--- src/sv/phd_pkg.sv ---
// Shared constants, codes and stage records for the heater duty PID controller.
`default_nettype none
package phd_pkg;

  // Field widths
  localparam int TEMP_W    = 16;
  localparam int TGT_W     = 10;
  localparam int TGT10_W   = 14;
  localparam int GAIN_W    = 32;
  localparam int CAP_W     = 31;
  localparam int ERR_W     = 17;
  localparam int DERR_W    = 18;
  localparam int PT_W      = GAIN_W + 1 + ERR_W;   // signed proportional term
  localparam int IT_W      = GAIN_W + CAP_W;       // unsigned integral term
  localparam int DT_W      = GAIN_W + 1 + DERR_W;  // signed derivative term
  localparam int TOT_W     = 66;                   // signed weighted sum
  localparam int FRAC_BITS = 24;
  localparam int Q_W       = TOT_W - FRAC_BITS;
  localparam int DUTY_W    = 10;
  localparam int DMAX_W    = 16;
  localparam int IDX_W     = 3;
  localparam int KIND_W    = 2;

  // Output ceiling
  localparam logic [DMAX_W-1:0] DUTY_MAX = 16'd512;

  // Regulation window, tenths of a degree, both ends exclusive
  localparam logic signed [TEMP_W-1:0] WIN_LO = 16'sd200;
  localparam logic signed [TEMP_W-1:0] WIN_HI = 16'sd3000;

  // Register indexes
  localparam logic [IDX_W-1:0] REG_TARGET = 3'd0;
  localparam logic [IDX_W-1:0] REG_KP     = 3'd1;
  localparam logic [IDX_W-1:0] REG_KI     = 3'd2;
  localparam logic [IDX_W-1:0] REG_KD     = 3'd3;
  localparam logic [IDX_W-1:0] REG_CAP    = 3'd4;

  // Register reset values
  localparam logic [TGT_W-1:0]  RST_TARGET = 10'd50;
  localparam logic [GAIN_W-1:0] RST_KP     = 32'd58720256;
  localparam logic [GAIN_W-1:0] RST_KI     = 32'd50332;
  localparam logic [GAIN_W-1:0] RST_KD     = 32'd0;
  localparam logic [CAP_W-1:0]  RST_CAP    = 31'd166667;

  // What a request does to the output
  localparam logic [KIND_W-1:0] KIND_PAUSE = 2'd0;  // duty 0, issued
  localparam logic [KIND_W-1:0] KIND_SKIP  = 2'd1;  // outside window, not issued
  localparam logic [KIND_W-1:0] KIND_REG   = 2'd2;  // regulated duty

  typedef struct packed {
    logic [KIND_W-1:0] kind;
    logic [ERR_W-1:0]  err;    // two's complement
    logic [DERR_W-1:0] derr;   // two's complement
    logic [CAP_W-1:0]  esum;   // updated error sum
  } err_stage_t;

  typedef struct packed {
    logic [KIND_W-1:0] kind;
    logic [PT_W-1:0]   pterm;  // two's complement
    logic [IT_W-1:0]   iterm;
    logic [DT_W-1:0]   dterm;  // two's complement
  } mul_stage_t;

  typedef struct packed {
    logic [KIND_W-1:0] kind;
    logic              big;    // integral term alone above 2^62
    logic [TOT_W-1:0]  total;  // two's complement
  } sum_stage_t;

endpackage
`default_nettype wire

--- src/sv/phd_sum.sv ---
// Weighted sum stage: adds the three terms and flags a huge integral term.
`default_nettype none
module phd_sum import phd_pkg::*; (
  input  wire logic       clk,
  input  wire logic       rst_n,
  input  wire logic       valid_i,
  output logic            ready_o,
  input  wire mul_stage_t stage_i,
  output logic            valid_o,
  input  wire logic       ready_i,
  output sum_stage_t      stage_o
);

  logic             valid_r;
  sum_stage_t       stage_r;
  logic             load;
  logic             big;
  logic [TOT_W-1:0] total;

  assign ready_o = !valid_r || ready_i;
  assign load    = valid_i && ready_o;

  // Sign-extend and add; integral term above 2^62 saturates later
  always_comb begin
    big   = stage_i.iterm[IT_W-1] && (|stage_i.iterm[IT_W-2:0]);
    total = {{(TOT_W-PT_W){stage_i.pterm[PT_W-1]}}, stage_i.pterm}
          + {{(TOT_W-IT_W){1'b0}}, stage_i.iterm}
          + {{(TOT_W-DT_W){stage_i.dterm[DT_W-1]}}, stage_i.dterm};
  end

  always_ff @(posedge clk) begin
    if (!rst_n) begin
      valid_r <= 1'b0;
    end else if (ready_o) begin
      valid_r <= valid_i;
    end
  end

  always_ff @(posedge clk) begin
    if (load) begin
      stage_r.kind  <= stage_i.kind;
      stage_r.big   <= big;
      stage_r.total <= total;
    end
  end

  assign valid_o = valid_r;
  assign stage_o = stage_r;

endmodule
`default_nettype wire

--- config.mk ---
export PLATFORM = sky130hd
export DESIGN_NAME = phd_sum
export DESIGN_NICKNAME = d
export VERILOG_FILES = /design/src/sv/phd_pkg.sv /design/src/sv/phd_sum.sv
export SDC_FILE = /design/constraint.sdc
export NUM_CORES = 1
export LEC_CHECK = 0
export ABC_AREA = 1
export BUFFER_PORTS_ARGS = -buffer_cell sky130_fd_sc_hd__clkbuf_2
export CAP_MARGIN = 20
export CORE_MARGIN = 3
export CORE_UTILIZATION = 50
export DETAILED_ROUTE_END_ITERATION = 12
export GPL_TIMING_DRIVEN = 0
export HOLD_SLACK_MARGIN = 0.05
export MAX_ROUTING_LAYER = met4
export PLACE_DENSITY = 0.85
export RECOVER_POWER = 50
export SLEW_MARGIN = 0
export SYNTH_ARGS = -nofsm -noshare
export SYNTH_HDL_FRONTEND = slang
export SYNTH_SLANG_ARGS = --single-unit
export TNS_END_PERCENT = 30
--- constraint.sdc ---
create_clock -name clk -period 5 [get_ports clk]
set_clock_uncertainty 0.2 [all_clocks]
set_input_delay 1 -clock clk [delete_from_list [all_inputs] [get_ports clk]]
set_output_delay 1 -clock clk [all_outputs]
set_load 0.01 [all_outputs]
# Yosys cells after proc, flatten, opt, wreduce, memory -nomap -nowiden
# Cells that the tools add are included.
dict set report classes {
  add_sub_neg 2
  reduce_logical 5
}
# operator n
set ops {}
lappend ops {{65-bit by 51-bit adder with 66-bit output} 1}
lappend ops {{50-bit by 64-bit adder with 65-bit output} 1}
lappend ops {{62-bit OR reduction} 1}
lappend ops {{1-bit logical AND} 2}
lappend ops {{1-bit logical NOT} 1}
lappend ops {{1-bit logical OR} 1}
dict set report word_totals {
  reg_bits 70
  out_inout_bits 71
  elab_cells 11
  input_bits 170
}

# Depth between registers and ports, before layout
dict set report depth {
  depth_word 3
  mapped_depth 17
  mapped_depth_nobuf 17
}

# Worst setup path before layout
# Ideal clock, no wire load.
dict set report synth_path {
  kind {input -> register}
  startpoint {in valid_i}
  endpoint {reg stage_r, in the netlist stage_o[0] (enable)}
  arrival_ns 4.384
  stages 2
  setup_slack_ns -0.103
  path_cell_list {inv_1 > a21oi_1}
}
dict set report synth_via {
  elab_chain_cells 1
}
# item line_no
set synth_rtl {}
lappend synth_rtl {{start: declaration} phd_sum.sv:6} ;# input wire logic valid_i,
lappend synth_rtl {{1-bit logical AND} phd_sum.sv:21} ;# assign load = valid_i && ready_o;
lappend synth_rtl {{via load} phd_sum.sv:16} ;# logic load;
lappend synth_rtl {{end: declaration} phd_sum.sv:15} ;# sum_stage_t stage_r;
# The timed path passes the listed nets, and every way through them passes these cells.
# A chain may end at the register's enable or synchronous reset.

# Worst setup path after layout
dict set report layout_path {
  startpoint {in stage_i[50] (netlist name)}
  endpoint {reg stage_r, in the netlist stage_o[63], data pin}
}
dict set report layout_via {
  elab_chain_cells 1
}
# item line_no
set layout_rtl {}
lappend layout_rtl {{start: declaration} phd_sum.sv:8} ;# input wire mul_stage_t stage_i,
lappend layout_rtl {{65-bit by 51-bit adder with 66-bit output} phd_sum.sv:28} ;# + {{(TOT_W-DT_W){stage_i.dterm[DT_W-1]}}, stage_i.dterm};
lappend layout_rtl {{via total[63]} phd_sum.sv:18} ;# logic [TOT_W-1:0] total;
# The timed path passes the listed nets, and every way through them passes these cells.

==> results.yml <==
sta:
  hold_viol: 0
  timing.final.crit_share_pct: 77.8
  setup_ws_ns: 1.11
  drv_slew: 74
  max_slew.worst_pin.slew_ns: 1.67
  slew_headroom_pct: -11.5
  fin_crit_ns: 3.89
  rsz0062_at_grt: "no"
  final.setup.tns_ns: 0
  max_freq_ghz: 0.257
  setup_viol: 0
cells_and_area:
  antenna_cells: 0
  fin_nets: 2051
  final_cell_mix: "nand2_1 (620), inv_1 (341), clkbuf_2 (169)"
  syn2layout_area_growth_pct: 18.3
  drive_above_1_share_pct: 13.5
  fin_util_pct: 60.5
  finalInstanceArea_um2: 11400
  final_common_cell: "nand2_1"
clocking:
  path_clk_slew_ns: 0.05
  hold_buffers: 0
  cts-root-buf: "clkbuf_16"
  post-cts-setup-buffer-count: 0
  clk_latency_ns: 0.34
  cts_tree: "built"
  cts_num_sinks: 70
  cts_max_level: 3
  cts-resized-gates: 0
  cts_buffers: 9
  clockBufferDepth: 2
place:
  routabilityCongestion: 1.01
  port_buffers: 240
  placed_cell_area_um2: 11200
  dp_hpwl_um: 25900
  dp_slack_ns: 0.827
pwr:
  p_leak_nw: 6.54
  powerDensity_nw_per_um2: 315
  peakVddDrop_v: 0.000165
  total_power_mw: 3.59
die:
  core_um2: 18800
  fp-row-count: 50
  io_pins: 241
  die_y_um: 145
  start_util_pct: 51.1
  dieArea_um2: 20900
  die_x_um: 145
setup_path:
  endpoint_kind: "register"
  crit_fanout: 16
  worstSetupPathType: "primary input to register"
  crit_arrival_ns: 3.79
  crit_required_ns: 4.90
  startpoint_type: "primary input"
detailed_routing:
  ant_nets: 0
  wl_per_cell_um: 14.8
  via_per_inst: 4.92
  drt_iter0_drc: 696
  drt-pass1-iter-count: 7
  wl_um: 29800
  num_vias: 9917
  drc: 0
logic_synthesis:
  synthCells: 1498
  syn_area_per_cell_um2: 6.42
  synth_nets: 1798
  yosysWarnings: 0
  ys_seq_area_share_pct: 21.7
  ys_types: 23
  synth-seq-cells: 70
  synthFlopType: "edfxtp_1"
  netlist_area_um2: 9620
  synth_edf_count: 69
  ys_async_sr_fraction_pct: 0
grt:
  first_global_vias: 9472
  grt_overflow: 0
  grt_max_degree: 29
  antenna_found_initial: 0
  grt_pass1_wl_um: 46900
  track_usage_pct: 29.6
min_path:
  hold_path.class: "register to register"
outcome:
  status: "finished, violations left"
  violations: "capacitance limit, slew limit"
run:
  maxCapViolations: 3
metal layers:
| layer | vias up | GRT usage (%) | routed length (µm) | part of all wire (%) |
|---|---|---|---|---|
| met2 | 354 | 48.4 | 13900 | 47 |
| met5 | - | - | 0 | 0 |
| met1 | 4502 | 39.9 | 13300 | 45 |
| li1 | 5018 | - | - | - |
| met4 | 0 | 6.92 | 548 | 1.8 |
| met3 | 43 | 2.89 | 2060 | 6.9 |
Yosys cell counts (14+ instances only):
cell type,n,share of area [%]
a21oi_1,43,2.2
edfxtp_1,69,22
fa_1,65,14
ha_1,65,8.5
inv_1,341,13
nand2_1,620,24
nand2_2,18,1.2
nand3_1,51,2.7
nand4_1,14,0.91
nor2_1,116,4.5
nor4_1,15,0.98
xor2_1,31,2.8
cells by family after synthesis:
group	count (synthesis)	synth area share, %
flops	70	21.7
fa+ha+maj	130	22.0
compound gates	46	2.44
buf+inv	345	13.5
xor+xnor	31	2.82
simple gates	876	37.6
worst max-delay path, cell delays in order:
cell and delay, ns:
clkbuf_2 0.49, fa_1 0.52, ha_1 0.41, nand2_1 0.10
nand2_1 0.07, nand2_1 0.06, nand3_1 0.14, a21oi_1 0.31
nand2_1 0.10, a21oi_1 0.37, nand2_1 0.10, nand2_1 0.07
nand2_1 0.05
metrics by stage:
step           std cells  hold slack [ns]
2_1_floorplan       1498            0.408
3_3_place_gp        1998            0.309
3_5_place_dp        2000            0.349
4_1_cts             2016            0.357
5_1_grt             2016            0.380
6_report            2016            0.316
flip-flops by register name, summed over array words and instances (netlist names):
register  flops
stage_o      69
valid_o       1
worst paths after layout:
| check | endpoint | depth (start not counted) | start | slack (ns) |
|---|---|---|---|---|
| setup / recovery | stage_o[63] | 13 | stage_i[50] | 1.11 |
| hold / removal | valid_o | 2 | valid_o | 0.32 |
| setup reg to reg | stage_o[25] | 2 | valid_o | 1.61 |
| hold reg to reg | valid_o | 2 | valid_o | 0.32 |
power breakdown:
group / internal, mW / switching (mW)
registers: 0.846 / 0.0370
logic: 0.648 / 1.34
clock network: 0.437 / 0.278
layout make-up:
type                    count  area [µm²]
clock buffers              10         229
clock inverters             6        86.3
fillers                  1836        7450
inverters                 345        1290
multi-input cells        1083        6240
flip-flops and latches     70        2090
well taps                 260         325
repair buffers            242        1120
Note: power is estimated with default switching activity, not from simulation.
