$ cat src/sv/phd_pkg.sv
// Shared constants, codes and stage records for the heater duty PID controller.
`default_nettype none
package phd_pkg;

  // Field widths
  localparam int TEMP_W    = 16;
  localparam int TGT_W     = 10;
  localparam int TGT10_W   = 14;
  localparam int GAIN_W    = 32;
  localparam int CAP_W     = 31;
  localparam int ERR_W     = 17;
  localparam int DERR_W    = 18;
  localparam int PT_W      = GAIN_W + 1 + ERR_W;   // signed proportional term
  localparam int IT_W      = GAIN_W + CAP_W;       // unsigned integral term
  localparam int DT_W      = GAIN_W + 1 + DERR_W;  // signed derivative term
  localparam int TOT_W     = 66;                   // signed weighted sum
  localparam int FRAC_BITS = 24;
  localparam int Q_W       = TOT_W - FRAC_BITS;
  localparam int DUTY_W    = 10;
  localparam int DMAX_W    = 16;
  localparam int IDX_W     = 3;
  localparam int KIND_W    = 2;

  // Output ceiling
  localparam logic [DMAX_W-1:0] DUTY_MAX = 16'd512;

  // Regulation window, tenths of a degree, both ends exclusive
  localparam logic signed [TEMP_W-1:0] WIN_LO = 16'sd200;
  localparam logic signed [TEMP_W-1:0] WIN_HI = 16'sd3000;

  // Register indexes
  localparam logic [IDX_W-1:0] REG_TARGET = 3'd0;
  localparam logic [IDX_W-1:0] REG_KP     = 3'd1;
  localparam logic [IDX_W-1:0] REG_KI     = 3'd2;
  localparam logic [IDX_W-1:0] REG_KD     = 3'd3;
  localparam logic [IDX_W-1:0] REG_CAP    = 3'd4;

  // Register reset values
  localparam logic [TGT_W-1:0]  RST_TARGET = 10'd50;
  localparam logic [GAIN_W-1:0] RST_KP     = 32'd58720256;
  localparam logic [GAIN_W-1:0] RST_KI     = 32'd50332;
  localparam logic [GAIN_W-1:0] RST_KD     = 32'd0;
  localparam logic [CAP_W-1:0]  RST_CAP    = 31'd166667;

  // What a request does to the output
  localparam logic [KIND_W-1:0] KIND_PAUSE = 2'd0;  // duty 0, issued
  localparam logic [KIND_W-1:0] KIND_SKIP  = 2'd1;  // outside window, not issued
  localparam logic [KIND_W-1:0] KIND_REG   = 2'd2;  // regulated duty

  typedef struct packed {
    logic [KIND_W-1:0] kind;
    logic [ERR_W-1:0]  err;    // two's complement
    logic [DERR_W-1:0] derr;   // two's complement
    logic [CAP_W-1:0]  esum;   // updated error sum
  } err_stage_t;

  typedef struct packed {
    logic [KIND_W-1:0] kind;
    logic [PT_W-1:0]   pterm;  // two's complement
    logic [IT_W-1:0]   iterm;
    logic [DT_W-1:0]   dterm;  // two's complement
  } mul_stage_t;

  typedef struct packed {
    logic [KIND_W-1:0] kind;
    logic              big;    // integral term alone above 2^62
    logic [TOT_W-1:0]  total;  // two's complement
  } sum_stage_t;

endpackage
`default_nettype wire

$ cat src/sv/phd_sat.sv
// Output stage: scales, clamps to the duty range and holds the result.
`default_nettype none
module phd_sat import phd_pkg::*; (
  input  wire logic       clk,
  input  wire logic       rst_n,
  input  wire logic       valid_i,
  output logic            ready_o,
  input  wire sum_stage_t stage_i,
  output logic            out_valid,
  input  wire logic       out_ready,
  output logic [DUTY_W-1:0] out_duty,
  output logic            out_duty_written
);

  logic              valid_r;
  logic [DUTY_W-1:0] duty_r;
  logic              written_r;
  logic              load;
  logic [Q_W-1:0]    q;
  logic [DMAX_W-1:0] sat;
  logic [DMAX_W-1:0] duty_full;
  logic              written;

  assign ready_o = !valid_r || out_ready;
  assign load    = valid_i && ready_o;

  // Drop fraction bits and clamp to 0..DUTY_MAX
  always_comb begin
    q = stage_i.total[TOT_W-1:FRAC_BITS];
    if (stage_i.big) begin
      sat = DUTY_MAX;
    end else if (stage_i.total[TOT_W-1]) begin
      sat = '0;
    end else if (q > {{(Q_W-DMAX_W){1'b0}}, DUTY_MAX}) begin
      sat = DUTY_MAX;
    end else begin
      sat = q[DMAX_W-1:0];
    end
    case (stage_i.kind)
      KIND_REG: begin
        duty_full = sat;
        written   = 1'b1;
      end
      KIND_PAUSE: begin
        duty_full = '0;
        written   = 1'b1;
      end
      default: begin
        duty_full = '0;
        written   = 1'b0;
      end
    endcase
  end

  always_ff @(posedge clk) begin
    if (!rst_n) begin
      valid_r <= 1'b0;
    end else if (ready_o) begin
      valid_r <= valid_i;
    end
  end

  always_ff @(posedge clk) begin
    if (load) begin
      duty_r    <= duty_full[DUTY_W-1:0];
      written_r <= written;
    end
  end

  assign out_valid        = valid_r;
  assign out_duty         = duty_r;
  assign out_duty_written = written_r;

endmodule
`default_nettype wire

$ cat config.mk
export PLATFORM = sky130hd
export DESIGN_NAME = phd_sat
export DESIGN_NICKNAME = d
export VERILOG_FILES = /design/src/sv/phd_pkg.sv /design/src/sv/phd_sat.sv
export SDC_FILE = /design/constraint.sdc
export NUM_CORES = 1
export LEC_CHECK = 0
export BUFFER_PORTS_ARGS = -buffer_cell sky130_fd_sc_hd__clkbuf_2
export CORE_UTILIZATION = 31
export DETAILED_ROUTE_END_ITERATION = 8
export PLACE_DENSITY = 0.8
export SLEW_MARGIN = 0
export SYNTH_ARGS = -nofsm -noshare
export SYNTH_HDL_FRONTEND = slang
export SYNTH_SLANG_ARGS = --single-unit
$ cat constraint.sdc
create_clock -name clk -period 3 [get_ports clk]
set_clock_uncertainty 0.15 [all_clocks]
set_input_delay 0.6 -clock clk [delete_from_list [all_inputs] [get_ports clk]]
set_output_delay 0.6 -clock clk [all_outputs]
set_load 0.01 [all_outputs]
Yosys cells after proc, flatten, opt, wreduce, memory -nomap -nowiden
Index checks and enable logic that the tools add are counted.

storage, ports and cells
  output and inout port bits = 13
  input port bits = 73
  register bits = 12

cells by class
  bitwise gates (word level) = 1
  order comparisons = 1
  multiplexer cells = 4
  reduce and logical (&&, ||, !) cells = 6
  equality and inequality tests = 1

operators with widths
  operator                                                                            number
  42-bit by 10-bit greater-than comparator with 1-bit output (second input constant)  1
  10-bit 2-to-1 mux                                                                   3
  4-bit OR reduction                                                                  1
  2-bit == test (second input constant)                                               1
  2-bit logical NOT                                                                   1
  2-bit OR reduction                                                                  1
  1-bit logical AND                                                                   1
  1-bit logical NOT                                                                   1
  1-bit logical OR                                                                    1
  1-bit 2-to-1 mux                                                                    1
  1-bit NOT                                                                           1

Logic depth before layout (Yosys ltp)
  word-level depth = 4
  gate-level depth with buffers = 4
  depth with buffers taken out = 4

Least setup slack after synthesis
OpenSTA, ideal clock, no wires.

  path kind = input port to flip-flop
  start point = input port stage_i[47] in the netlist's numbering
  end point = register duty_r[0], in the netlist out_duty[0] (data pin)
  setup slack = 1.093 ns
  buffers on the path = 0
  setup time = 0.132 ns
  arrival = 1.624 ns
  data required time = 2.718 ns
  stages = 4
  cell sequence = nor4_2 nand4_1 a2111oi_4 and2_1

between the ends
  cells in the longest elaborated chain, start to end = 2

ends and longest elaborated chain
  item                                                        line           RTL
  from (decl)                                                 phd_sat.sv:8   input wire sum_stage_t stage_i,
  42-bit by 10-bit greater-than comparator with 1-bit output  phd_sat.sv:34  end else if (q > {{(Q_W-DMAX_W){1'b0}}, DUTY_MAX}) begin
  4-bit OR reduction (no line)                                -
  to (signal assigned)                                        phd_sat.sv:65  duty_r <= duty_full[DUTY_W-1:0];
  to (decl)                                                   phd_sat.sv:16  logic [DUTY_W-1:0] duty_r;

Every way passes these cells.
A chain may end at the register's enable or synchronous reset.

Final worst setup path
  start point = input port stage_i[41] in the netlist's numbering
  end point = register duty_r[0], in the netlist out_duty[0] (data pin)

Same word-level chain as after synthesis.

==> impl_metrics.py <==
metrics = {
    "route": {
        "via_per_inst": 4.40,
        "first_iter_violations": 6,
        "ant_nets": 0,
        "wl_per_cell_um": 9.85,
        "num_vias": 599,
        "firstDrtPassIters": 4,
        "route.detailed.drc": 0,
        "drt-total-wl_um": 1340,
    },
    "global_route": {
        "antenna_found_initial": 0,
        "overflow": 0,
        "grtUsageTotal_pct": 13.9,
        "grt_max_degree": 12,
        "first_global_vias": 569,
        "grt_first_pass_wirelength_um": 2030,
    },
    "cts": {
        "tritoncts": "built",
        "clkTransAtPathRegs_ns": 0.06,
        "cts_setup_buffers": 0,
        "cts_buffer_depth": 2,
        "htree_levels": 1,
        "cts_resized": 0,
        "cts_root_buf": "clkbuf_4",
        "insertion_delay_ns": 0.26,
        "hold_buffers": 0,
        "clkSinkCount": 12,
        "numCtsBuffers": 3,
    },
    "logic_synthesis": {
        "yosys.area.top_type": "edfxtp_1",
        "ys_types": 15,
        "synth_area_leaders": "edfxtp_1 (55%), and2_1 (10%), nor4_2 (8.4%)",
        "synthMuxAreaShare_pct": 0,
        "ys_seq_elements": 12,
        "synth_compound_area_share_pct": 5.85,
        "synthesis.area_um2": 599,
        "synthSimpleGateAreaFrac_pct": 34.4,
        "synth_cells": 46,
        "syn_avg_cell_area_um2": 13.0,
        "synth_top_cell_area_share_pct": 55.1,
        "yosysSeqAreaShare_pct": 58.5,
        "synth_nets": 119,
        "synth_xor_area_share_pct": 0,
        "yosys_warnings": 0,
        "synth_top_family_by_area": "simple AND/OR/NAND/NOR gates",
        "synthAdderAreaFrac_pct": 0,
    },
    "critical_path": {
        "critPathKind": "in2reg",
        "cp.arrival_ns": 1.86,
        "crit_slowest_cell": "a2111oi_4",
        "path_delay_family": "simple AND/OR/NAND/NOR gates",
        "slowest_delay_ns": 0.52,
        "crit_path_cell_trace": "clkbuf_2 -> nor4_2 -> nand4_1 -> a2111oi_4 -> and2_1",
        "rr_startpoint": "out_valid",
        "reg2regPathDepth": 2,
        "critPathLaunch": "stage_i[41]",
        "worst_setup_path_start_kind": "primary input",
        "crit_required_ns": 2.98,
        "cp-end-kind": "register",
        "r2r_end": "out_duty[7]",
        "critPathBufInv": 1,
        "r2r_slack_ns": 1.67,
        "path_max_fanout": 9,
    },
    "sta": {
        "tns_ns": 0,
        "post-route-period-util_pct": 62.7,
        "max_freq_mhz": 532,
        "slew_viol_final": 0,
        "rsz0062_at_grt": "no",
        "finalCriticalPeriod_ns": 1.88,
        "tightest_slew_ns": 0.456,
        "setup_viol": 0,
        "final_hold_viol_count": 0,
        "slew_headroom_pct": 69.6,
    },
    "job": {
        "cap_violations": 0,
    },
    "outcome": {
        "status": "finished clean",
    },
    "cells_and_area": {
        "fill_cells": 180,
        "syn2layout_area_growth_pct": 60.5,
        "fin_util_pct": 54.5,
        "regArea_um2": 350,
        "nNetsFinal": 185,
        "multiInputGateArea_um2": 241,
        "drive_above_1_share_pct": 62.2,
        "n_antenna_cell": 0,
        "layout_commonest_cell": "clkbuf_2",
        "layout_common_cells": "clkbuf_2 (61), edfxtp_1 (11), and2_1 (10)",
    },
    "worst_hold_path": {
        "min_from": "out_valid",
        "worstHoldPathType": "reg2reg",
        "hold_path_end": "out_valid",
        "holdPathStages": 2,
    },
    "floorplanning": {
        "die_area_mm2": 0.00211,
        "design.core.area_mm2": 0.00176,
        "row_count": 15,
        "dieWidth_um": 46.0,
        "initial_core_util_pct": 34.0,
        "top_level_ports": 86,
        "die_h_um": 46.0,
    },
    "placed_design": {
        "place_congestion": 0.710,
        "port_buffers": 61,
    },
    "power": {
        "peakVddDrop_v": 0.000153,
        "p_leak_uw": 0.000447,
        "powerDensity_mw_per_mm2": 364,
    },
}
==> metrics by stage <==
stage               instance area (um^2)  hold WS (ns)  worst slack, ns  instances  power, uW
CTS                                  962         0.405             1.09        136        357
finish                               962         0.401             1.12        136        350
floorplan                            599         0.460             1.09         46        212
global placement                     936         0.355            0.872        132        256
global route                         962         0.428            0.973        136        371
detailed placement                   936         0.396            0.812        132        257
==> flip-flops by register name, summed over array words and instances, names as in the netlist <==
name	cells
out_duty	10
out_duty_written	1
out_valid	1
==> Yosys cell counts <==
| master | instances |
|---|---|
| nor4_2 | 4 |
| edfxtp_1 | 11 |
| a2111oi_4 | 1 |
| nand4_1 | 2 |
| nor2_1 | 1 |
| a21boi_0 | 1 |
| nor3_1 | 2 |
| nand3_1 | 1 |
| dfxtp_1 | 1 |
| inv_1 | 2 |
| and2_1 | 10 |
| nor2b_1 | 1 |
| nand2b_1 | 2 |
| nor4_1 | 6 |
| or3_1 | 1 |
==> worst max-delay path by stage <==
| stage | to | slack, ns | cells past startpoint |
|---|---|---|---|
| after detailed placement | out_duty[4] | 0.81 | 5 |
| after floorplan | out_duty[0] | 1.09 | 4 |
| after CTS | out_duty[4] | 1.09 | 5 |
| after global placement | out_duty[3] | 0.87 | 5 |
| final | out_duty[0] | 1.12 | 5 |
| after global routing | out_duty[1] | 0.97 | 5 |
==> power breakdown <==
| part | leakage [uW] | internal (uW) | switching (uW) |
|---|---|---|---|
| clock | 0.0000150 | 51.3 | 46.2 |
| sequential | 0.000117 | 191 | 2.38 |
| combinational | 0.000315 | 32.7 | 26.1 |
==> final cells by class <==
type                       instances  area share, %
clock buffer                       4           2.73
tap                               25           3.25
timing repair buffer              61           31.7
sequential                        12           36.4
inverter                           2          0.780
multi-input combinational         32           25.1
==> routing by layer <==
| layer | up-vias | track usage [%] | routed length, um |
|---|---|---|---|
| li1 | 310 | - | - |
| met1 | 245 | 13.7 | 453 |
| met2 | 42 | 25.9 | 718 |
| met3 | 2 | 2.38 | 156 |
| met4 | 0 | 8.82 | 12 |
| met5 | - | 0 | 0 |
==> cells by family after synthesis <==
family          after synthesis
buf+inv                       2
flops                        12
simple gates                 30
compound gates                2
==> worst min-delay path: cells and delay by family, from the launching register on <==
kind / cells / cell delay, ns
AOI/OAI and AO/OA: 1 / 0.09
and+or+nand+nor: 1 / 0.09
DFF: 1 / 0.31
Note: power is estimated with default switching activity, not from simulation.
