<file path="config.mk">
export PLATFORM = sky130hd
export DESIGN_NAME = phd_err
export DESIGN_NICKNAME = d
export VERILOG_FILES = /design/src/sv/phd_pkg.sv /design/src/sv/phd_err.sv
export SDC_FILE = /design/constraint.sdc
export NUM_CORES = 1
export LEC_CHECK = 0
export BUFFER_PORTS_ARGS = -buffer_cell sky130_fd_sc_hd__buf_2
export CORE_ASPECT_RATIO = 1.2
export CORE_UTILIZATION = 58
export CTS_CLUSTER_SIZE = 40
export DETAILED_ROUTE_END_ITERATION = 10
export PLACE_DENSITY_LB_ADDON = 0.3
export SLEW_MARGIN = 10
export SYNTH_ARGS = -nofsm -noshare
export SYNTH_HDL_FRONTEND = slang
export SYNTH_SLANG_ARGS = --single-unit
</file>
<file path="constraint.sdc">
create_clock -name clk -period 10.9 [get_ports clk]
set_input_delay 2.18 -clock clk [delete_from_list [all_inputs] [get_ports clk]]
set_output_delay 2.18 -clock clk [all_outputs]
set_load 0.005 [all_outputs]
</file>
<file path="src/sv/phd_pkg.sv">
// Shared constants, codes and stage records for the heater duty PID controller.
`default_nettype none
package phd_pkg;

  // Field widths
  localparam int TEMP_W    = 16;
  localparam int TGT_W     = 10;
  localparam int TGT10_W   = 14;
  localparam int GAIN_W    = 32;
  localparam int CAP_W     = 31;
  localparam int ERR_W     = 17;
  localparam int DERR_W    = 18;
  localparam int PT_W      = GAIN_W + 1 + ERR_W;   // signed proportional term
  localparam int IT_W      = GAIN_W + CAP_W;       // unsigned integral term
  localparam int DT_W      = GAIN_W + 1 + DERR_W;  // signed derivative term
  localparam int TOT_W     = 66;                   // signed weighted sum
  localparam int FRAC_BITS = 24;
  localparam int Q_W       = TOT_W - FRAC_BITS;
  localparam int DUTY_W    = 10;
  localparam int DMAX_W    = 16;
  localparam int IDX_W     = 3;
  localparam int KIND_W    = 2;

  // Output ceiling
  localparam logic [DMAX_W-1:0] DUTY_MAX = 16'd512;

  // Regulation window, tenths of a degree, both ends exclusive
  localparam logic signed [TEMP_W-1:0] WIN_LO = 16'sd200;
  localparam logic signed [TEMP_W-1:0] WIN_HI = 16'sd3000;

  // Register indexes
  localparam logic [IDX_W-1:0] REG_TARGET = 3'd0;
  localparam logic [IDX_W-1:0] REG_KP     = 3'd1;
  localparam logic [IDX_W-1:0] REG_KI     = 3'd2;
  localparam logic [IDX_W-1:0] REG_KD     = 3'd3;
  localparam logic [IDX_W-1:0] REG_CAP    = 3'd4;

  // Register reset values
  localparam logic [TGT_W-1:0]  RST_TARGET = 10'd50;
  localparam logic [GAIN_W-1:0] RST_KP     = 32'd58720256;
  localparam logic [GAIN_W-1:0] RST_KI     = 32'd50332;
  localparam logic [GAIN_W-1:0] RST_KD     = 32'd0;
  localparam logic [CAP_W-1:0]  RST_CAP    = 31'd166667;

  // What a request does to the output
  localparam logic [KIND_W-1:0] KIND_PAUSE = 2'd0;  // duty 0, issued
  localparam logic [KIND_W-1:0] KIND_SKIP  = 2'd1;  // outside window, not issued
  localparam logic [KIND_W-1:0] KIND_REG   = 2'd2;  // regulated duty

  typedef struct packed {
    logic [KIND_W-1:0] kind;
    logic [ERR_W-1:0]  err;    // two's complement
    logic [DERR_W-1:0] derr;   // two's complement
    logic [CAP_W-1:0]  esum;   // updated error sum
  } err_stage_t;

  typedef struct packed {
    logic [KIND_W-1:0] kind;
    logic [PT_W-1:0]   pterm;  // two's complement
    logic [IT_W-1:0]   iterm;
    logic [DT_W-1:0]   dterm;  // two's complement
  } mul_stage_t;

  typedef struct packed {
    logic [KIND_W-1:0] kind;
    logic              big;    // integral term alone above 2^62
    logic [TOT_W-1:0]  total;  // two's complement
  } sum_stage_t;

endpackage
`default_nettype wire

</file>
<file path="src/sv/phd_err.sv">
// Error, error sum and derivative stage; holds the controller state.
`default_nettype none
module phd_err import phd_pkg::*; (
  input  wire logic                     clk,
  input  wire logic                     rst_n,
  input  wire logic                     valid_i,
  output logic                          ready_o,
  input  wire logic signed [TEMP_W-1:0] temp_i,
  input  wire logic                     run_i,
  input  wire logic [TGT_W-1:0]         target_i,
  input  wire logic [CAP_W-1:0]         cap_i,
  output logic                          valid_o,
  input  wire logic                     ready_i,
  output err_stage_t                    stage_o
);

  logic                     valid_r;
  err_stage_t               stage_r;
  logic [CAP_W-1:0]         error_sum_r;
  logic [ERR_W-1:0]         last_error_r;

  logic                     load;
  logic [TGT10_W-1:0]       tgt10;
  logic signed [ERR_W-1:0]  err;
  logic signed [CAP_W+1:0]  acc;
  logic [CAP_W-1:0]         sum_nxt;
  logic signed [DERR_W-1:0] derr;
  logic                     in_win;
  logic [KIND_W-1:0]        kind;

  assign ready_o = !valid_r || ready_i;
  assign load    = valid_i && ready_o;

  // Error in tenths and window check
  always_comb begin
    tgt10  = TGT10_W'(target_i) * 14'd10;
    err    = $signed({{(ERR_W-TGT10_W){1'b0}}, tgt10})
           - $signed({{(ERR_W-TEMP_W){temp_i[TEMP_W-1]}}, temp_i});
    in_win = (temp_i > WIN_LO) && (temp_i < WIN_HI);
    if (!run_i) begin
      kind = KIND_PAUSE;
    end else if (!in_win) begin
      kind = KIND_SKIP;
    end else begin
      kind = KIND_REG;
    end
  end

  // Clamped error sum and derivative
  always_comb begin
    acc  = $signed({2'b00, error_sum_r})
         + $signed({{(CAP_W+2-ERR_W){err[ERR_W-1]}}, err});
    if (acc[CAP_W+1]) begin
      sum_nxt = '0;
    end else if (acc[CAP_W:0] > {1'b0, cap_i}) begin
      sum_nxt = cap_i;
    end else begin
      sum_nxt = acc[CAP_W-1:0];
    end
    derr = $signed({err[ERR_W-1], err})
         - $signed({last_error_r[ERR_W-1], last_error_r});
  end

  // State and stage register
  always_ff @(posedge clk) begin
    if (!rst_n) begin
      valid_r      <= 1'b0;
      error_sum_r  <= '0;
      last_error_r <= '0;
    end else begin
      if (ready_o) begin
        valid_r <= valid_i;
      end
      if (load) begin
        case (kind)
          KIND_PAUSE: error_sum_r <= '0;
          KIND_REG: begin
            error_sum_r  <= sum_nxt;
            last_error_r <= err;
          end
          default: ;
        endcase
      end
    end
  end

  always_ff @(posedge clk) begin
    if (load) begin
      stage_r.kind <= kind;
      stage_r.err  <= err;
      stage_r.derr <= derr;
      stage_r.esum <= sum_nxt;
    end
  end

  assign valid_o = valid_r;
  assign stage_o = stage_r;

endmodule
`default_nettype wire

</file>
# Yosys cells after proc, flatten, opt, wreduce, memory -nomap -nowiden
# Index checks and enable logic that the tools add are counted.
# totals
reg_bits	117
out_inout_bits	70
wordCells	28
# classes
addsub	3
n_mul	1
magnitude_cmp	3
eq_ne	1
mux	5
reduce_logical	8
# ops
cell	n
$mux W31	2
$pmux W31 S2	1
$add A32 B17 Y33	1
$gt A32 B31 Y1	1
$sub A17 B17 Y18	1
$sub A15 B16 Y17	1
$gt A16 B9 Y1 const B	1
$lt A16 B13 Y1 const B	1
$mul A10 B3 Y13 const B	1
$mux W2	2
$reduce_and A2 Y1	2
$eq A2 B2 Y1 const B	1
$logic_and A1 B1 Y1	2
$logic_not A2 Y1	1
$reduce_bool A2 Y1	1
$logic_not A1 Y1	1
$logic_or A1 B1 Y1	1

# Logic depth before layout (Yosys ltp)
# Gate-level depths: netlist of run 1.
# depth
depth_word	7
mapped_depth	37

# Least setup slack after synthesis of run 1
# OpenSTA, ideal clock, no wires.
# synth_path
path_type	input -> register
from	input target_i[1]
to	register stage_r (netlist bit stage_o[0]) (data pin)
setup_time_ps	266
arrival_time_ps	8983
setup_slack_ps	1651
path_stages	32
n_path_buf	1
cell_sequence	ha_1 ha_1 fa_1 a21o_1 a21oi_1 o21bai_1 a21oi_1 o21bai_1 a21oi_1 xnor2_1 ha_1 o21a_1 o31a_1 o41ai_4 ha_1 a21oi_1 o21ai_1 a21o_1 nand2_1 a31oi_1 a31o_2 xor2_1 ha_1 and3_1 nand3_1 or4b_1 or4_1 o211ai_1 nand2_1 buf_2 mux2i_1 nor2_1
# synth_between
elab_chain_cells	6
# synth_lines
element	line_no	rtl
start, declared	phd_err.sv:10	input wire logic [TGT_W-1:0] target_i,
$mul A10 B3 Y13 (*)	phd_err.sv:36	tgt10 = TGT10_W'(target_i) * 14'd10;
$sub A15 B16 Y17 (*)	phd_err.sv:38	- $signed({{(ERR_W-TEMP_W){temp_i[TEMP_W-1]}}, temp_i});
net err[16]	phd_err.sv:24	logic signed [ERR_W-1:0] err;
$add A32 B17 Y33 (*)	phd_err.sv:52	+ $signed({{(CAP_W+2-ERR_W){err[ERR_W-1]}}, err});
$gt A32 B31 Y1	phd_err.sv:55	end else if (acc[CAP_W:0] > {1'b0, cap_i}) begin
$mux W31	phd_err.sv:55	
$mux W31 (*)	phd_err.sv:53	if (acc[CAP_W+1]) begin
net sum_nxt[0]	phd_err.sv:26	logic [CAP_W-1:0] sum_nxt;
end, declared	phd_err.sv:18	err_stage_t stage_r;
# The timed path passes the listed nets; every way through them passes the cells marked *.
# A chain may end at the register's enable or synchronous reset.

# Final worst setup path of run 1
# layout_path
from	input target_i[1]
to	register stage_r (netlist bit stage_o[16]) (data pin)
# Same word-level chain as after synthesis.

==> results.cfg, run 1 <==
[synthesis]
seq_area_frac_synth = 0.355
synth_common_cells = ha_1, inv_1, edfxtp_1, nand2_1, nor2_1
yosysMostFrequentCell = ha_1
synth_top_cell_area_share = 0.240
synth_area_leader_cell = edfxtp_1
yosys_warnings = 0
syn_area_um2 = 8520
synth_edf_count = 68
syn-num-nets = 1076
ys_async_sr_fraction = 0
synth.avg_cell_area_um2 = 9.49
ys_types = 63
ys.flop_type = edfxtp_1
synth_seq_cells = 117
yosys-top-cells-area = edfxtp_1, ha_1, dfxtp_1
synthCells = 897

[sta]
fin_crit_ns = 10.24
max_slew_margin = 0.377
setup_violations = 0
final-hold-violation-count = 0
skew_ns = 0.0106
worst_slew_pin_slew_ns = 0.934
rsz0062_at_grt = no
post-route-period-util = 0.939
holdWs_ns = 0.463
maxSlewViolCount = 0
max_clock_freq_mhz = 97.7
tns_ns = 0

[floorplanning]
die-area_um2 = 15200
dieHeight_um = 135
boundaryPins = 132
initial_core_util = 0.593
die_width_um = 113
num_rows = 48
coreArea_um2 = 14400

[cells_and_area]
syn_to_final_growth_pct = 16.7
diodes = 0
multi_input_area_um2 = 5020
register_area_um2 = 3020
drive_above_1_share = 0.174
fillers = 1101
nets = 1212

[power]
p_sw_frac = 0.357
power.share.sequential = 0.302
worst_ir_drop_vdd_mv = 0.0894
power.switching_mw = 0.675
p_comb_frac = 0.406
p_clk_frac = 0.292
total_power_mw = 1.89
leakagePower_nw = 4.64
cellPowerDensity_nw_per_um2 = 190
intPower_mw = 1.22

[clocking]
root_buffer = clkbuf_16
clkTransAtPathRegs_ns = 0.06
cts.sinks = 117
clockBufferDepth = 2
postCtsSetupBuffers = 0
cts_tree = yes
insertion_delay_ns = 0.42
cts_hold_buffers = 0
htree_levels = 4
cts_inserted_buffers = 17
post_cts_resized = 0

[placed_design]
port_buffers = 131
gp_congestion = 0.891
hpwl_um = 14500

[critical_path]
r2r_slack_ns = 5.05
endpoint_kind = flip-flop
rr_worst_depth = 21
worstPathArrival_ns = 10.39
cp_slowest_cell = or4b_1
r2r_start = error_sum_r[0]
r2r_end = stage_o[16]
cpPeakStageDelay_ns = 0.50
critPathKind = in -> reg
start_kind = primary input
cp_max_fo = 15
crit_required_ns = 11.05
worst_path_most_repeated_cell = ha_1

[min_path]
min_to = error_sum_r[29]
hp-class = reg -> reg
hold_depth = 2
hp-start = error_sum_r[29]

[grt]
grt_pass1_vias = 6861
antenna_found_initial = 0
track_usage = 0.262
grt_remaining_overflow = 0
grt_max_degree = 69
grt_first_pass_wirelength_um = 31400

[job]
maxCapViolCount = 0

[routing]
drtIter0Drc = 373
finalWirelength_um = 19700
wire_per_inst_um = 16.1
first_pass_iters = 5
avgViaCountPerCell = 5.76
vias = 7032
ant_nets = 0
drc_errors = 0

[outcome]
outcome = finished clean
-- power by group through the flow --
stage                     Sequential (mW)  Clock, mW  Combinational [mW]
final                               0.572      0.552               0.768
after CTS                           0.573      0.557               0.766
after global routing                0.577      0.575               0.851
after floorplan                     0.587          0               0.548
after global placement              0.582          0               0.739
after detailed placement            0.582          0               0.756
-- flip-flops by register name, summed over array words and instances (netlist names) --
register	count
valid_o	1
stage_o	68
last_error_r	17
error_sum_r	31
-- stage by stage --
| step | instance area (µm²) | instances | util | setup WS, ns |
|---|---|---|---|---|
| finish | 9940 | 1221 | 0.692 | 0.661 |
| global route | 9940 | 1221 | 0.692 | 0.0539 |
| CTS | 9940 | 1221 | 0.692 | 0.716 |
| detailed placement | 9360 | 1189 | 0.652 | 0.335 |
| global placement | 9360 | 1189 | 0.652 | 0.480 |
| floorplan | 8520 | 897 | - | 1.65 |
-- layer usage --
layer / GRT usage / wire, µm / vias up
met4: 0.107 / 434 / 0
met3: 0.0422 / 857 / 38
met2: 0.472 / 9970 / 209
met5: 0 / 0 / -
li1: - / - / 3513
met1: 0.309 / 8400 / 3272
-- layout make-up --
class,instances,share of cell area
Sequential cell,117,0.304
Multi-Input combinational cell,660,0.506
Timing Repair Buffer,141,0.0735
Clock buffer,17,0.0428
Inverter,96,0.0363
Clock inverter,15,0.0155
Tap cell,175,0.0220
-- critical path, delay by kind of cell --
family                   cells  cell delay [ns]
AO/OA/AOI/OAI               15             2.73
XOR/XNOR                     3             0.49
multiplexers                 1             0.26
buffers and inverters        3             0.63
AND/OR/NAND/NOR              8             2.10
adder cells (fa/ha/maj)      6             1.97
-- cells by family (layout without fill, tap and decap cells) --
logic type | Yosys count | count (layout) | share of synthesized area
simple gates | 225 | 225 | 0.125
flops | 117 | 117 | 0.355
compound gates | 217 | 217 | 0.177
xor+xnor | 57 | 57 | 0.0595
buf+inv | 120 | 269 | 0.0564
mux | 44 | 44 | 0.0517
fa+ha+maj | 117 | 117 | 0.175
-- cells in the final DEF, fill, tap and decap left out, drive strengths merged, types with 11 or more instances in the layout --
cell / count
buf: 141
ha: 113
inv: 100
nand2: 68
edfxtp: 68
nor2: 66
a21oi: 52
dfxtp: 49
mux2i: 44
xnor2: 43
o31ai: 36
o21ai: 28
nor2b: 24
a21o: 24
clkbuf: 17
nand3: 16
nor3: 14
xor2: 14
o21bai: 11
-- worst max-delay path by stage --
| stage | startpoint | end | slack (ns) | depth (start not counted) |
|---|---|---|---|---|
| 2_1_floorplan | target_i[1] | stage_o[0] | 1.65 | 32 |
| 3_3_place_gp | target_i[1] | stage_o[28] | 0.48 | 36 |
| 3_5_place_dp | target_i[1] | stage_o[28] | 0.33 | 36 |
| 4_1_cts | target_i[1] | stage_o[19] | 0.72 | 36 |
| 5_1_grt | target_i[1] | stage_o[27] | 0.05 | 36 |
| 6_report | target_i[1] | stage_o[16] | 0.66 | 36 |
No activity file was read; power rests on OpenSTA's default activity.
==> run 2: changes to the inputs <==
Settings changed: BUFFER_PORTS_ARGS -buffer_cell sky130_fd_sc_hd__buf_2 to -buffer_cell sky130_fd_sc_hd__clkbuf_2, CORE_UTILIZATION 58 to 50, CTS_BUF_LIST set to sky130_fd_sc_hd__clkbuf_4 sky130_fd_sc_hd__clkbuf_8.
==> results.cfg, run 2 (same netlist as run 1, synthesis figures left out) <==
[outcome]
outcome = finished clean

[cells_and_area]
final_common_cell = clkbuf_2
drive_above_1_share = 0.174
finalNonFillerCells = 1257
syn_to_final_growth_pct = 15.2
diodes = 0
layout_common_cells = clkbuf_2, ha_1, inv_1
largest_reg_flops = 68
post-route-util = 0.596
nets = 1211

[grt]
grt_use_met1 = 0.276
track_usage = 0.229
grt_remaining_overflow = 0
grt_use_met2 = 0.406
grt_pass1_vias = 6973
grt_max_degree = 69
grt_most_used_layer = met2
antenna_found_initial = 0
gr-usage-met3 = 0.0385
grt_first_pass_wirelength_um = 32100

[routing]
finalWirelength_um = 19400
drc_errors = 0
vias = 6912
avgViaCountPerCell = 5.50
drtIter0Drc = 348
ant_nets = 0
first_pass_iters = 5
wire_per_inst_um = 15.4

[power]
p_sw_frac = 0.372
cellPowerDensity_nw_per_um2 = 178
total_power_mw = 1.75
leakagePower_nw = 4.58
worst_ir_drop_vdd_mv = 0.0784
intPower_mw = 1.10
p_comb_frac = 0.441
p_clk_frac = 0.230
power.share.sequential = 0.329
power.switching_mw = 0.649

[placed_design]
dp_cells = 1225
hpwl_um = 15000
gp_congestion = 0.911
port_buffers = 131

[sta]
skew_ns = 0.0176
max_slew_margin = 0.359
maxSlewViolCount = 0
fin_crit_ns = 9.80
max_clock_freq_mhz = 102
worst_slew_pin_slew_ns = 0.961
setup_violations = 0
final-hold-violation-count = 0
post-route-period-util = 0.899
tns_ns = 0
rsz0062_at_grt = no

[critical_path]
cp_slowest_cell = or4b_1
path_buf_inv = 3
critPathTopFamily = compound AO/OA/AOI/OAI gates
start_kind = primary input
critPathKind = in -> reg
endpoint_kind = flip-flop
rr_worst_depth = 21
cp_max_fo = 18
worst_path_most_repeated_cell = ha_1
worst-path-stages = 36
crit_required_ns = 11.09
worstPathArrival_ns = 9.99
cpPeakStageDelay_ns = 0.49

[clocking]
clockBufferDepth = 2
cts_hold_buffers = 0
cts.sinks = 117
post_cts_resized = 0
insertion_delay_ns = 0.45
cts_tree = yes
htree_levels = 4
clkTransAtPathRegs_ns = 0.07
cts_inserted_buffers = 17
postCtsSetupBuffers = 0
root_buffer = clkbuf_8

[floorplanning]
die-area_um2 = 17600
die_width_um = 121
boundaryPins = 132
num_rows = 51
dieHeight_um = 145
coreArea_um2 = 16500
initial_core_util = 0.517

[job]
maxCapViolCount = 0

[min_path]
hold_depth = 2
hp-class = reg -> reg
## run 2: layout make-up
type / instances / area (µm²)
clock buffers: 20 / 269
clock inverters: 12 / 129
fillers: 1477 / 6660
inverters: 96 / 360
multi-input cells: 660 / 5030
flip-flops and latches: 117 / 3020
well taps: 212 / 265
repair buffers: 140 / 736
## run 2: metal layers
layer	vias to the layer above	part of all wire
met5	-	0
met1	3216	0.44
met4	0	0.017
met2	174	0.50
li1	3497	-
met3	25	0.042
## run 2: final timing paths
check	from	endpoint	slack, ns
setup / recovery	target_i[1]	stage_o[13]	1.10
hold / removal	error_sum_r[0]	error_sum_r[0]	0.46
setup reg to reg	error_sum_r[0]	stage_o[13]	5.27
hold reg to reg	error_sum_r[0]	error_sum_r[0]	0.46
## run 2: stage by stage
| step | worst slack (ns) | area [µm²] | hold WS, ns |
|---|---|---|---|
| detailed placement | 0.706 | 9410 | 0.445 |
| global placement | 0.856 | 9410 | 0.443 |
| floorplan | 1.65 | 8520 | 0.429 |
| finish | 1.10 | 9810 | 0.456 |
| global route | 0.640 | 9810 | 0.478 |
| CTS | 1.17 | 9810 | 0.462 |
## run 2: tightest hold or removal path: stages, from the launching register on
cell and delay [ns]:
dfxtp_1 0.33, nand2_1 0.05, o31ai_1 0.05
## run 2: power by group through the flow
| stage | clock [mW] | combinational, mW | sequential (mW) |
|---|---|---|---|
| after global routing | 0.429 | 0.866 | 0.579 |
| final | 0.402 | 0.771 | 0.574 |
| after floorplan | 0 | 0.548 | 0.587 |
| after CTS | 0.412 | 0.772 | 0.574 |
| after global placement | 0 | 0.755 | 0.583 |
| after detailed placement | 0 | 0.767 | 0.584 |
==> run 3: changes to the inputs <==
Settings changed: GPL_ROUTABILITY_DRIVEN set to 0, REMOVE_ABC_BUFFERS set to 1.
==> results.cfg, run 3 (same netlist as run 1, synthesis figures left out) <==
[cells_and_area]
drive_above_1_share = 0.170
multi_input_area_um2 = 5020
register_area_um2 = 3020
final_common_cell = clkbuf_2
nets = 1209
syn_to_final_growth_pct = 14.6
diodes = 0
largest_reg_flops = 68
layout_common_cells = clkbuf_2, ha_1, inv_1
fillers = 1432

[power]
intPower_mw = 1.09
p_clk_frac = 0.228
power.share.sequential = 0.332
power.switching_mw = 0.640
total_power_mw = 1.73
leakagePower_nw = 4.57
cellPowerDensity_nw_per_um2 = 177
p_comb_frac = 0.440
worst_ir_drop_vdd_mv = 0.0686
p_sw_frac = 0.370

[floorplanning]
num_rows = 51
die-area_um2 = 17600
boundaryPins = 132
initial_core_util = 0.517
dieHeight_um = 145
coreArea_um2 = 16500
die_width_um = 121

[sta]
tns_ns = 0
fin_crit_ns = 9.94
rsz0062_at_grt = no
post-route-period-util = 0.912
setup_violations = 0
max_clock_freq_mhz = 101
skew_ns = 0.0126
worst_slew_pin_slew_ns = 0.985
final-hold-violation-count = 0
maxSlewViolCount = 0
max_slew_margin = 0.343

[routing]
avgViaCountPerCell = 5.53
drc_errors = 0
finalWirelength_um = 19600
wire_per_inst_um = 15.6
drtIter0Drc = 417
first_pass_iters = 5
vias = 6936
ant_nets = 0

[grt]
grt_first_pass_wirelength_um = 32100
grt_max_degree = 69
grt_pass1_vias = 6806
antenna_found_initial = 0
track_usage = 0.231
grt_remaining_overflow = 0

[critical_path]
r2r_start = error_sum_r[0]
worstPathArrival_ns = 10.11
r2r_end = stage_o[21]
crit_required_ns = 11.07
cp_max_fo = 21
rr_worst_depth = 21
critPathKind = in -> reg
worst_path_most_repeated_cell = ha_1
r2r_slack_ns = 5.07
cp_slowest_cell = or4b_1
start_kind = primary input
endpoint_kind = flip-flop
cpPeakStageDelay_ns = 0.51

[clocking]
clockBufferDepth = 2
post_cts_resized = 0
cts.sinks = 117
insertion_delay_ns = 0.45
clkTransAtPathRegs_ns = 0.07
postCtsSetupBuffers = 0
htree_levels = 4
cts_hold_buffers = 0
root_buffer = clkbuf_8
cts_tree = yes
cts_inserted_buffers = 17

[min_path]
hp-class = reg -> reg
min_to = error_sum_r[0]
hp-start = error_sum_r[0]
hold_depth = 2

[job]
maxCapViolCount = 0

[placed_design]
port_buffers = 131
hpwl_um = 14700

[outcome]
outcome = finished clean
==> run 3: cell types whose count changed in the layout (fill, tap and decap cells not counted), sizes merged <==
cell      before  now
clkinv         3    7
inv           97   96
clkinvlp       6    2
clkbuf       151  152
buf            9    7
==> run 3: metal layers <==
layer | up-vias | GRT usage | wire length, µm
met5 | - | 0 | 0
met4 | 0 | 0.0728 | 281
met3 | 22 | 0.0417 | 889
met2 | 167 | 0.400 | 9660
met1 | 3249 | 0.286 | 8750
li1 | 3498 | - | -
==> run 3: worst max path at each step <==
| stage | slack, ns | cells after the start | end | start |
|---|---|---|---|---|
| after global routing | 0.36 | 36 | stage_o[26] | target_i[1] |
| after CTS | 1.02 | 36 | stage_o[20] | target_i[1] |
| after global placement | 0.75 | 36 | stage_o[21] | target_i[1] |
| after detailed placement | 0.57 | 35 | stage_o[20] | target_i[1] |
| final | 0.96 | 36 | stage_o[21] | target_i[1] |
| after floorplan | 0.92 | 31 | stage_o[0] | target_i[1] |
==> run 3: critical path: cells and delay by family <==
kind,cells,cell delay (ns)
AO/OA/AOI/OAI,15,2.59
XOR/XNOR,3,0.45
adder cells (fa/ha/maj),6,1.94
buffers and inverters,3,0.64
multiplexers,1,0.26
AND/OR/NAND/NOR,8,2.03
==> run 3: per-stage QoR <==
step / std cells / util / instance area [µm²] / hold slack (ns) / setup slack (ns)
finish: 1255 / 0.593 / 9760 / 0.455 / 0.960
global route: 1255 / 0.593 / 9760 / 0.479 / 0.364
CTS: 1255 / 0.593 / 9760 / 0.462 / 1.02
detailed placement: 1223 / 0.570 / 9380 / 0.447 / 0.566
global placement: 1223 / 0.570 / 9380 / 0.439 / 0.751
floorplan: 873 / - / 8400 / 0.429 / 0.917
==> run 3: cell type report <==
class | count | area share
Multi-Input combinational cell | 660 | 0.515
Sequential cell | 117 | 0.310
Timing Repair Buffer | 138 | 0.0725
Inverter | 96 | 0.0369
Clock buffer | 21 | 0.0277
Tap cell | 212 | 0.0272
Clock inverter | 11 | 0.0114
==> run 3: power by group through the flow <==
stage               Combinational, mW  Clock [mW]  Sequential (mW)
floorplan                       0.541           0            0.587
global placement                0.742           0            0.583
detailed placement              0.754           0            0.584
CTS                             0.760       0.404            0.575
global route                    0.852       0.420            0.580
finish                          0.760       0.395            0.574
